--- src/bfd_pkg.sv ---
// Shared types and constants for the box filter downsampler.
// No dependencies; imported by bfd_position and box_filter_downsampler.
`default_nettype none

package bfd_pkg;

  localparam int unsigned MaxOutWidth   = 1024;
  localparam int unsigned MaxFactorLog2 = 3;
  localparam int unsigned HeightLimit   = 4096;

  localparam int unsigned ColW     = $clog2(MaxOutWidth);
  localparam int unsigned WidthW   = 11;
  localparam int unsigned HeightW  = 13;
  localparam int unsigned RowW     = $clog2(HeightLimit);
  localparam int unsigned SubW     = MaxFactorLog2;
  localparam int unsigned FactorW  = 2;
  localparam int unsigned ChanW    = 8;
  localparam int unsigned NumChan  = 4;
  localparam int unsigned PixW     = ChanW * NumChan;
  // A full 8x8 block of 255 needs 14 bits per channel.
  localparam int unsigned SumW     = ChanW + 2 * MaxFactorLog2;
  localparam int unsigned SumTotW  = SumW * NumChan;
  localparam int unsigned CfgAddrW = 2;
  localparam int unsigned CfgDataW = 13;

  typedef enum logic [CfgAddrW-1:0] {
    CfgOutWidth   = 2'd0,
    CfgOutHeight  = 2'd1,
    CfgFactorLog2 = 2'd2
  } cfg_idx_e;

  // Per-pixel position information handed from the position tracker.
  typedef struct packed {
    logic [ColW-1:0] col;
    logic            block_start;
    logic            emit;
    logic            row_end;
    logic            frame_end;
  } pos_t;

endpackage

`default_nettype wire

--- src/bfd_position.sv ---
// Raster position tracker for the box filter downsampler.
// Depends on bfd_pkg for widths and the pos_t struct.
`default_nettype none

module bfd_position (
  input  logic                        clk_i,
  input  logic                        rst_ni,
  input  logic                        adv_i,
  input  logic                        frame_start_i,
  input  logic [bfd_pkg::WidthW-1:0]  out_width_i,
  input  logic [bfd_pkg::HeightW-1:0] out_height_i,
  input  logic [bfd_pkg::FactorW-1:0] factor_log2_i,
  output bfd_pkg::pos_t               pos_o
);
  import bfd_pkg::*;

  logic [SubW-1:0]    sub_col_q, sub_col_d, sub_row_q, sub_row_d;
  logic [ColW-1:0]    out_col_q, out_col_d;
  logic [RowW-1:0]    out_row_q, out_row_d;
  logic [WidthW-1:0]  width;
  logic [HeightW-1:0] height;
  logic [SubW-1:0]    f_last;
  logic [SubW-1:0]    sc, sr;
  logic [ColW-1:0]    oc;
  logic [RowW-1:0]    orow;
  logic               sc_end, sr_end, col_last, row_last;

  // Clamp the geometry registers into their legal ranges. The factor field
  // is two bits wide, so it can never exceed the largest supported factor.
  always_comb begin
    if (out_width_i == '0) begin
      width = WidthW'(1);
    end else if (out_width_i > WidthW'(MaxOutWidth)) begin
      width = WidthW'(MaxOutWidth);
    end else begin
      width = out_width_i;
    end
    if (out_height_i == '0) begin
      height = HeightW'(1);
    end else if (out_height_i > HeightW'(HeightLimit)) begin
      height = HeightW'(HeightLimit);
    end else begin
      height = out_height_i;
    end
  end

  assign f_last = ~({SubW{1'b1}} << factor_log2_i);

  // Counters at or beyond their limits restart at zero, as does a frame start.
  assign sc   = (frame_start_i || sub_col_q > f_last) ? '0 : sub_col_q;
  assign sr   = (frame_start_i || sub_row_q > f_last) ? '0 : sub_row_q;
  assign oc   = (frame_start_i || {1'b0, out_col_q} >= width) ? '0 : out_col_q;
  assign orow = (frame_start_i || {1'b0, out_row_q} >= height) ? '0 : out_row_q;

  assign sc_end   = (sc == f_last);
  assign sr_end   = (sr == f_last);
  assign col_last = (({1'b0, oc} + WidthW'(1)) == width);
  assign row_last = (({1'b0, orow} + HeightW'(1)) == height);

  always_comb begin
    sub_col_d = sc_end ? '0 : sc + SubW'(1);
    out_col_d = oc;
    sub_row_d = sr;
    out_row_d = orow;
    if (sc_end) begin
      out_col_d = col_last ? '0 : oc + ColW'(1);
      if (col_last) begin
        sub_row_d = sr_end ? '0 : sr + SubW'(1);
        if (sr_end) begin
          out_row_d = row_last ? '0 : orow + RowW'(1);
        end
      end
    end
  end

  always_ff @(posedge clk_i or negedge rst_ni) begin
    if (!rst_ni) begin
      sub_col_q <= '0;
      sub_row_q <= '0;
      out_col_q <= '0;
      out_row_q <= '0;
    end else if (adv_i) begin
      sub_col_q <= sub_col_d;
      sub_row_q <= sub_row_d;
      out_col_q <= out_col_d;
      out_row_q <= out_row_d;
    end
  end

  assign pos_o.col         = oc;
  assign pos_o.block_start = (sc == '0) && (sr == '0);
  assign pos_o.emit        = sc_end && sr_end;
  assign pos_o.row_end     = col_last;
  assign pos_o.frame_end   = col_last && row_last;

endmodule

`default_nettype wire

--- config.mk ---
export PLATFORM = sky130hd
export DESIGN_NAME = bfd_position
export DESIGN_NICKNAME = d
export VERILOG_FILES = /design/src/bfd_pkg.sv /design/src/bfd_position.sv
export SDC_FILE = /design/constraint.sdc
export NUM_CORES = 1
export LEC_CHECK = 0
export ABC_AREA = 1
export ABC_CLOCK_PERIOD_IN_PS = 4350
export BUFFER_PORTS_ARGS = -buffer_cell sky130_fd_sc_hd__buf_2
export CORE_MARGIN = 5
export CORE_UTILIZATION = 45
export DETAILED_ROUTE_END_ITERATION = 10
export GPL_TIMING_DRIVEN = 0
export PLACE_DENSITY = 0.65
export SYNTH_ARGS = -nofsm -noshare
export SYNTH_HDL_FRONTEND = slang
export SYNTH_SLANG_ARGS = --single-unit
export TNS_END_PERCENT = 20
--- constraint.sdc ---
create_clock -name clk_i -period 4.35 [get_ports clk_i]
set_input_delay 0.435 -clock clk_i [delete_from_list [all_inputs] [get_ports clk_i]]
set_output_delay 0.435 -clock clk_i [all_outputs]
set_load 0.01 [all_outputs]
# Yosys cells after proc, flatten, opt, wreduce, memory -nomap -nowiden

Index checks and enable logic that the tools add are counted.

Output and inout port bits: 14
Register bits after elaboration: 28

Shifts and indexed selects: 1
Add/sub/neg operators: 6
Bitwise gates (word level): 1
Reduce and logical (&&, ||, !) cells: 11
Multiplexer cells: 18
Equal/unequal tests: 4
Magnitude comparators: 6

Operator list:

| operator                                               | number |
|---|---|
| 2-to-1 mux 12 bit                                      | 5 |
| 2-to-1 mux 10 bit                                      | 3 |
| 2-to-1 mux 13 bit                                      | 2 |
| 2-to-1 mux 11 bit                                      | 2 |
| 2-to-1 mux 3 bit                                       | 6 |
| adder 12 x 1 -> 13 bit (second input constant)         | 1 |
| == test 13 bit                                         | 1 |
| >= comparator 12 x 13 -> 1 bit                         | 1 |
| greater-than comparator 13 bit (second input constant) | 1 |
| logical NOT 13 bit                                     | 1 |
| adder 12 x 1 -> 12 bit (second input constant)         | 1 |
| adder 10 x 1 -> 11 bit (second input constant)         | 1 |
| == test 11 bit                                         | 1 |
| >= comparator 10 x 11 -> 1 bit                         | 1 |
| greater-than comparator 11 bit (second input constant) | 1 |
| logical NOT 11 bit                                     | 1 |
| adder 10 x 1 -> 10 bit (second input constant)         | 1 |
| adder 3 x 1 -> 3 bit (second input constant)           | 2 |
| == test 3 bit                                          | 2 |
| greater-than comparator 3 bit                          | 2 |
| logical NOT 3 bit                                      | 2 |
| logical OR 1 bit                                       | 4 |
| logical AND 1 bit                                      | 3 |
| inverter 3 bit                                         | 1 |
| left shift 3 x 2 -> 3 bit (first input constant)       | 1 |

# Depth between registers and ports, before layout

Depth after elaboration: 12
Depth in mapped cells: 34
Gate-level depth less buffers: 34

# Least setup slack after synthesis

No wires, ideal clock.

Path kind: input port to output port
Start: input out_width_i[2] in the netlist's numbering
End: output pos_o[0] in the netlist's numbering
Arrival: 3.756 ns
Path slack: 0.159 ns
Buffers on the path: 1
Stages: 25
Path through: nor2_1 > nand4_1 > o21ai_0 > buf_2 > inv_1 > nor2_1 > inv_1 > ha_1 > nand2_1 > nand2_1 > nand2_1 > a21oi_1 > nor2_8 > nand2_8 > nor2_1 > ha_1 > nand4_4 > nor2_2 > nand2_1 > nor2_1 > xor2_1 > inv_1 > nor2_4 > nand2_1 > nor2_1

RTL lines:

| element            | RTL line           | text |
|---|---|---|
| start: declaration | bfd_position.sv:10 | `input logic [bfd_pkg::WidthW-1:0] out_width_i,` |
| end: declaration   | bfd_position.sv:13 | `output bfd_pkg::pos_t pos_o` |

==> run_results.csv <==
group,metric,value,unit
cells_and_area,fillerInstances,856,
grt,grt_util_all_layers,22.0,%
sta,fmax,0.230,GHz
place,portBuffers,43,
sta,fin_worst_skew,0.00674,ns
cts,cts_max_level,1,
worst_setup_path,end_kind,"primary output",
run,maxCapViolCount,0,
cts,clock_path_buffers,2,
sta,setup_violations,1,
detailed_routing,route.met3.wl,531,microns
worst_setup_path,cp-start-kind,"primary input",
yosys,netlist.area_leader.share,19.0,%
yosys,synth_cell_type_count,36,
cts,cts_tree,"built",
sta,finalCritPeriodShare,100,%
grt,grt-ovfl-total,0,
yosys,netlist_top_cells_area,"nand2_1, dfrtp_1, ha_1",
worst_setup_path,path_class,"primary input to primary output",
detailed_routing,wl_met1,5600,microns
sta,worstMarginPinSlew,0.702,ns
detailed_routing,viasPerCell,5.35,
grt,grt_max_degree,29,
cts,hold_buffers,0,
worst_setup_path,r2r_slack,0.79,ns
place,place.gp.congestion,0.878,
yosys,ys_async_sr_fraction,100,%
worst_setup_path,worst-path-buf-inv,9,
cts,root_buffer,"clkbuf_8",
cts,clk_latency,0.30,ns
place,hpwl,9370,microns
worst_setup_path,critPathLaunch,"out_height_i[6]",
floorplanning,io-pin-count,44,
yosys,yosysTopAreaCell,"nand2_1",
cells_and_area,syn_to_final_growth,30.8,%
cells_and_area,design_area,5360,sq um
yosys,synth_edf_count,0,
grt,antenna_found_initial,0,
worst_setup_path,cp_max_fo,7,
yosys,yosysSeqAreaShare,17.1,%
detailed_routing,vias,4755,
power,vdd_drop_max,0.120,mV
yosys,yosysMostFrequentCell,"nand2_1",
yosys,avgSynthCellArea,5.98,sq um
grt,grt_pass1_wl,20400,microns
worst_setup_path,crit_path_end,"pos_o[0]",
place,place_ws,-0.814,ns
detailed_routing,routed_wl,13200,microns
yosys,yosysWarnings,0,
floorplanning,die-area,11100,sq um
detailed_routing,detail_route.wl_per_cell,14.9,microns
power,power_leakage,2.63,nW
detailed_routing,drcViolationCount,0,
status,violations,"setup timing",
place,placed_cells,836,
floorplanning,placementRows,34,
sta,finalMaxSlewViolations,0,
worst_setup_path,worstPathArrival,3.92,ns
place,placed_area,4450,sq um
yosys,synth_nets,749,
floorplanning,die_w,105,microns
sta,fin_crit,4.35,ns
worst_setup_path,worst_path_most_repeated_cell,"buf_4",
yosys,synth_top_cells_by_count,"nand2_1, inv_1, nand3_1",
detailed_routing,drt-initial-drc-count,188,
worst_setup_path,reg2reg_from,"out_row_q[2]$_DFFE_PN0P_",
cts,cts_buffers,3,
worst_setup_path,r2r_cells,24,
floorplanning,coreArea,8810,sq um
cells_and_area,layout.cells.non_filler,889,
floorplanning,die_y,105,microns
sta,max_slew_margin,53.2,%
worst_setup_path,r2r_end,"out_row_q[5]$_DFFE_PN0P_",
cells_and_area,layout.nets,846,
sta,setup_ws,-0.00303,ns
sta,hold_viol,0,
worst_setup_path,slowest_stage,"ha_1",
detailed_routing,met2WireLength,6660,microns
yosys,synthFlopType,"dfrtp_1",
cells_and_area,insertedDiodeCount,0,
status,status,"finished, violations left",
worst_setup_path,cp_slowest_stage_delay,0.23,ns
detailed_routing,ant_nets,0,
cts,cts_sinks,28,
power,power_density,195,nW/um^2
worst_setup_path,critical_path_depth,27,
grt,grt_pass1_vias,4484,
cts,cts.reportedPaths.clkPinSlew,0.11,ns
sta,rsz0062_at_grt,"yes",
yosys,ys_ff_latch,28,
yosys,netlist_area,4100,sq um
sta,hold_slack,0.171,ns
min_path,hold_path_class,"primary input to asynchronous set/reset pin",
floorplanning,start_util,46.5,%
detailed_routing,top_layer_used,"met4",
cells_and_area,utilization,60.9,%
cells_and_area,drive_gt1_share,29.4,%
detailed_routing,drt-pass1-iter-count,4,
worst_setup_path,required,3.91,ns
yosys,synthCells,685,
worst_setup_path,crit_family,"simple AND/OR/NAND/NOR gates",
-- state kept, by name (all words and copies together), names as in the netlist --
name       cells
sub_col_q      3
out_col_q     10
out_row_q     12
sub_row_q      3
-- worst register-to-register path: stages (launching register included) --
cell and delay, ns:
dfrtp_1 0.59, ha_4 0.28, nand2_1 0.05, nand2_1 0.04, nand2_1 0.05, nand3_1 0.12, nand2_2 0.13, nand4_4 0.16
buf_4 0.18, buf_4 0.17, nor2_1 0.24, inv_1 0.13, nand2_1 0.11, nand3_1 0.07, nand2_1 0.06, nand3_1 0.08
nor2_2 0.15, nand3_2 0.14, buf_4 0.17, buf_4 0.12, buf_4 0.17, nand2_1 0.07, nand2_1 0.06, nand2_1 0.06
o21ai_1 0.06
-- how the worst min path moves through the flow --
| stage | start | slack [ns] | endpoint |
|---|---|---|---|
| 6_report | rst_ni | 0.17 | out_col_q[7]$_DFFE_PN0P_ |
| 3_5_place_dp | sub_row_q[2]$_DFFE_PN0P_ | 0.50 | sub_row_q[2]$_DFFE_PN0P_ |
| 2_1_floorplan | rst_ni | 0.14 | out_col_q[0]$_DFFE_PN0P_ |
| 4_1_cts | rst_ni | 0.19 | out_col_q[7]$_DFFE_PN0P_ |
| 5_1_grt | rst_ni | 0.21 | out_col_q[8]$_DFFE_PN0P_ |
| 3_3_place_gp | out_row_q[0]$_DFFE_PN0P_ | 0.50 | out_row_q[0]$_DFFE_PN0P_ |
-- metal layers --
layer | vias up | track usage [%]
li1 | 2409 | -
met3 | 35 | 2.32
met2 | 141 | 40.0
met5 | - | 0
met1 | 2170 | 26.2
met4 | 0 | 9.37
-- cell type report --
class / count / area [sq um] / share of cell area (%)
repair buffers: 92 / 622 / 11.6
clock inverters: 1 / 30.0 / 0.560
flip-flops and latches: 28 / 701 / 13.1
repair inverters: 1 / 11.3 / 0.210
well taps: 108 / 135 / 2.52
clock buffers: 3 / 41.3 / 0.770
plain buffers: 13 / 105 / 1.96
inverters: 112 / 433 / 8.08
multi-input cells: 531 / 3280 / 61.2
-- through the flow --
stage / power [mW] / setup TNS, ns
after floorplan: 0.606 / 0
final: 1.04 / -0.00303
after CTS: 0.979 / -0.00664
after global routing: 1.11 / -0.889
after global placement: 0.716 / -8.92
after detailed placement: 0.727 / -11.33
-- logic make-up (layout without fill, tap and decap cells) --
logic type | Yosys count | in the layout | share of synthesized area, %
DFF | 28 | 28 | 17.1
xor gates and xnor gates | 6 | 6 | 1.28
AOI/OAI and AO/OA | 71 | 71 | 9.68
and+or+nand+nor | 420 | 420 | 48.6
buffers and inverters | 126 | 222 | 13.0
adders and majority gates | 34 | 34 | 10.4
-- cells in the final DEF, fill, tap and decap left out, types with 5 or more instances in the layout --
cell / instances
buf_6: 6
nor2_2: 23
nand2_2: 15
nand3_1: 71
inv_1: 93
nor2_4: 24
a22oi_1: 7
a21oi_2: 5
nand2_1: 192
o21ai_1: 7
ha_4: 12
a21oi_1: 40
ha_1: 22
buf_4: 49
nor2_1: 42
dfrtp_1: 28
clkbuf_1: 5
buf_2: 40
nand4_1: 22
nand3_2: 15
inv_2: 15
o21ai_0: 7
-- what timing repair did --
item                                    4_1_cts  5_1_grt
pin swaps                                    20       47
gates cloned                                  2        0
setup buffers                                21       27
resized for setup                            45       71
endpoints found under the setup margin       26       26
-- where the power goes --
| part | total [mW] | leakage [nW] | switching, mW | internal (mW) |
|---|---|---|---|---|
| Combinational | 0.506 | 2.22 | 0.310 | 0.196 |
| Clock | 0.219 | 0.0357 | 0.0956 | 0.124 |
| Sequential | 0.319 | 0.368 | 0.0343 | 0.284 |
No activity file was read; power rests on OpenSTA's default activity.
